## src/svs_mac.sv

```systemverilog
module svs_mac #(
  parameter int A_W = 12,
  parameter int B_W = 5
) (
  input  logic           clk,
  input  logic           en,
  input  logic [A_W-1:0] a,
  input  logic [B_W-1:0] b,
  input  logic [A_W-1:0] c,
  output logic [A_W-1:0] q
);

  logic [A_W+B_W-1:0] prod;
  logic [A_W+B_W-1:0] sum;

  assign prod = (A_W+B_W)'(a) * (A_W+B_W)'(b);
  assign sum  = prod + (A_W+B_W)'(c);

  // Callers guarantee the result fits in A_W bits.
  always_ff @(posedge clk) begin
    if (en) begin
      q <= A_W'(sum);
    end
  end

endmodule

```

## config.mk

```make
export PLATFORM = sky130hd
export DESIGN_NAME = svs_mac
export DESIGN_NICKNAME = d
export VERILOG_FILES = /design/src/svs_mac.sv
export SDC_FILE = /design/constraint.sdc
export NUM_CORES = 1
export LEC_CHECK = 0
export ABC_CLOCK_PERIOD_IN_PS = 11300
export BUFFER_PORTS_ARGS = -buffer_cell sky130_fd_sc_hd__buf_2
export CORE_UTILIZATION = 55
export DETAILED_ROUTE_END_ITERATION = 10
export GPL_TIMING_DRIVEN = 0
export PLACE_DENSITY = 0.81
export SLEW_MARGIN = 20
export SYNTH_ARGS = -nofsm -noshare
export SYNTH_HDL_FRONTEND = slang
export SYNTH_SLANG_ARGS = --single-unit
```

## constraint.sdc

```tcl
create_clock -name clk -period 11.3 [get_ports clk]
set_clock_uncertainty 0.2 [all_clocks]
set_input_delay 1.13 -clock clk [delete_from_list [all_inputs] [get_ports clk]]
set_output_delay 1.13 -clock clk [all_outputs]
set_load 0.1 [all_outputs]
```

# Word level (Yosys, flattened, before mapping)
# Index checks and enable logic that the tools add are counted.
# op_classes
add_sub_neg,1
mul,1
# op_table
op,n
12-bit adder,1
12-bit by 5-bit multiplier with 12-bit output,1
# word_totals
register_bits,12
inputBits,31
output_inout_bits,12

# Longest topological paths before layout
# depth
ltp_word,2
ltp_mapped,14
mapped_depth_nobuf,13

# Worst setup path after synthesis
# Ideal clock, no wire load.
# synth_timing
kind,input to register
start,input b[1]
end,"register q[10], data pin"
setup_time_ps,263
t_arrival_ps,4089
path_slack_ps,6748
cell_stages,13
n_path_buf,1
path_cell_list,clkbuf_1 -> and2_1 -> fa_1 -> inv_1 -> fa_1 -> fa_1 -> inv_1 -> ha_1 -> a21o_1 -> a21oi_2 -> o21ai_2 -> o41ai_2 -> xnor2_1
# synth_between
elab_chain_len,2
# synth_rtl
element,line_no,source
start: declaration,8,"input logic [B_W-1:0] b,"
12-bit by 5-bit multiplier with 12-bit output,16,assign prod = (A_W+B_W)'(a) * (A_W+B_W)'(b);
12-bit adder,17,assign sum = prod + (A_W+B_W)'(c);
net sum[10],14,logic [A_W+B_W-1:0] sum;
end signal: assignment,22,q <= A_W'(sum);
end: declaration,10,output logic [A_W-1:0] q
# The timed path passes the listed nets, and every way through them passes these cells.
# A chain may end at the register's enable or synchronous reset.

# Final worst setup path
# layout_timing
start,input b[0]
end,"register q[11], data pin"
# The elaborated chain is that of the path after synthesis.

==> impl_metrics.yaml <==
die:
  pin_count: 43
  rows: 21
  dieArea_um2: 3800
  initial_utilization: 0.581
  core_area_um2: 3360
  die_w_um: 61.6
  die_y_um: 61.6
sta:
  max_freq_mhz: 211
  relSlewSlack: 0.674
  layout_min_cycle_time_ns: 4.74
  finalHoldViolCount: 0
  fin_ws_ns: 6.56
  finalCritPeriodShare: 0.419
  worst_slew_pin_slew_ns: 0.492
  final.setup.tns_ns: 0
  setup_viol: 0
  rsz0062_at_grt: "no"
  final_max_slew_viol_count: 0
setup_path:
  crit_type: "in2reg"
  crit_path_start_kind: "primary input"
  arrival_ns: 4.57
  cp.required_ns: 11.13
  critPathCaptureType: "flip-flop"
  cp_max_fo: 10
clock_tree:
  h-tree-depth: 1
  cts_resized: 0
  cts_tree: "built"
  post_cts_buffers: 0
  clockRootBuffer: "clkbuf_4"
  clock_sinks: 12
  postCtsHoldBufs: 0
  clk_pin_slew_ns: 0.07
  clockBufferDepth: 2
  numCtsBuffers: 3
logic_synthesis:
  synth_edf_count: 12
  synthXorXnorAreaFrac: 0.0755
  synth_compound_area_frac: 0.0454
  yosysMostFrequentCell: "inv_1"
  synth_top_flop_cell: "edfxtp_1"
  synth_cells: 203
  yosysUniqueCellTypes: 21
  yosys.area.top_type: "fa_1"
  synth_nets: 282
  synth_top_family_by_area: "adder cells"
  async_flop_share: 0
  yosysSeqAreaShare: 0.184
  synth.area.mux_share: 0
  synth_warnings: 0
  synth_top_area_share: 0.338
  yosys-top-cells-area: "fa_1 34%, edfxtp_1 18%, and2_1 9.9%"
  post_synth_fa_ha_maj_area_fraction: 0.434
  syn_avg_cell_area_um2: 9.63
  ys_ff_latch: 12
  synth-simple-area-share: 0.169
  syn-cell-area_um2: 1960
  netlist_top_cells_count: "46 x inv_1, 33 x fa_1, 31 x and2_1"
routing:
  antenna_left: 0
  wirelength_mm: 3.32
  viasPerCell: 4.85
  wire_per_inst_um: 11.3
  first_pass_iters: 4
  route.vias.total: 1432
  drtIter0Drc: 35
  route.detailed.drc: 0
global_routing:
  antenna_found_initial: 0
  grt_overflow: 0
  grt_pass1_vias: 1408
  grt_use_total: 0.212
  grt_pass1_wl_mm: 5.84
  grt_max_degree: 13
outcome:
  status: "completed"
layout:
  final_layout_size_suffix_gt1_frac: 0.197
  syn_to_final_growth_pct: 15.0
  num-nets-final: 329
  diodes: 0
  fillers: 313
  top_regs: "q: 12 flops"
  largest_register_ffs: 12
  largest_register: "q"
place:
  dpl_worst_slack_ns: 6.25
  gp_congestion: 0.775
  io_buffer_count: 42
  hpwl_mm: 2.85
run:
  drv_cap: 0
pwr:
  leakage_nw: 1.13
  vdd_ir_drop_max_v: 0.000103
  power_density_nw_per_um2: 209
min_path:
  hp-class: "in2reg"
cell families (layout without fill, tap and decap cells):
logic type | count (synthesis) | after routing
adder cells (fa/ha/maj) | 48 | 48
AND/OR/NAND/NOR | 66 | 66
flip-flops | 12 | 12
buffers and inverters | 48 | 94
AO/OA/AOI/OAI | 13 | 13
XOR/XNOR | 16 | 16
per-layer routing:
metal	vias up	global-route usage	wire length, um
li1	698	-	-
met1	705	0.253	1410
met2	26	0.410	1800
met3	3	0.0378	97
met4	0	0.0190	19
met5	-	0	0
placed cells by master, fill, tap and decap left out, drive strengths merged, types with 5 or more instances in the layout:
| cell type | instances |
|---|---|
| inv | 46 |
| buf | 42 |
| fa | 33 |
| and2 | 31 |
| nand2 | 26 |
| ha | 15 |
| xnor2 | 13 |
| edfxtp | 12 |
| nor2 | 7 |
| a21oi | 5 |
| o21ai | 5 |
| clkbuf | 5 |
layout make-up:
| type | count | area (um^2) | area share |
|---|---|---|---|
| Buffer | 2 | 7.51 | 0.00334 |
| Clock buffer | 3 | 22.5 | 0.0100 |
| Clock inverter | 1 | 3.75 | 0.00167 |
| Inverter | 46 | 173 | 0.0768 |
| Multi-Input combinational cell | 143 | 1420 | 0.629 |
| Sequential cell | 12 | 360 | 0.160 |
| Tap cell | 46 | 57.6 | 0.0256 |
| Timing Repair Buffer | 42 | 210 | 0.0934 |
power breakdown:
part	switching (mW)	internal, mW	leakage, nW
logic	0.249	0.109	1.00
registers	0.00369	0.0804	0.117
clock network	0.0138	0.0128	0.0154
stage by stage:
stage | instance area, um^2 | utilization | total power [mW] | hold WS, ns | std cells
after global placement | 2220 | 0.661 | 0.437 | 1.24 | 291
after detailed placement | 2220 | 0.661 | 0.445 | 1.26 | 291
after global routing | 2250 | 0.669 | 0.511 | 0.978 | 295
after floorplan | 1960 | - | 0.389 | 1.04 | 203
final | 2250 | 0.669 | 0.469 | 0.970 | 295
after CTS | 2250 | 0.669 | 0.473 | 0.967 | 295
critical path, stage by stage:
cell and delay [ns]:
buf_2 0.11, clkbuf_1 0.37, and2_1 0.21, fa_1 0.42, fa_1 0.49, inv_1 0.06, fa_1 0.53, inv_1 0.04
ha_1 0.33, a21oi_1 0.19, nand2_1 0.06, o21ai_0 0.29, o21ai_0 0.17, xnor2_1 0.14
final timing paths:
path / startpoint / end / slack, ns / cells after the start
hold / removal: c[0] / q[0] / 0.97 / 2
setup / recovery: b[0] / q[11] / 6.56 / 14
Note: power is estimated with default switching activity, not from simulation.
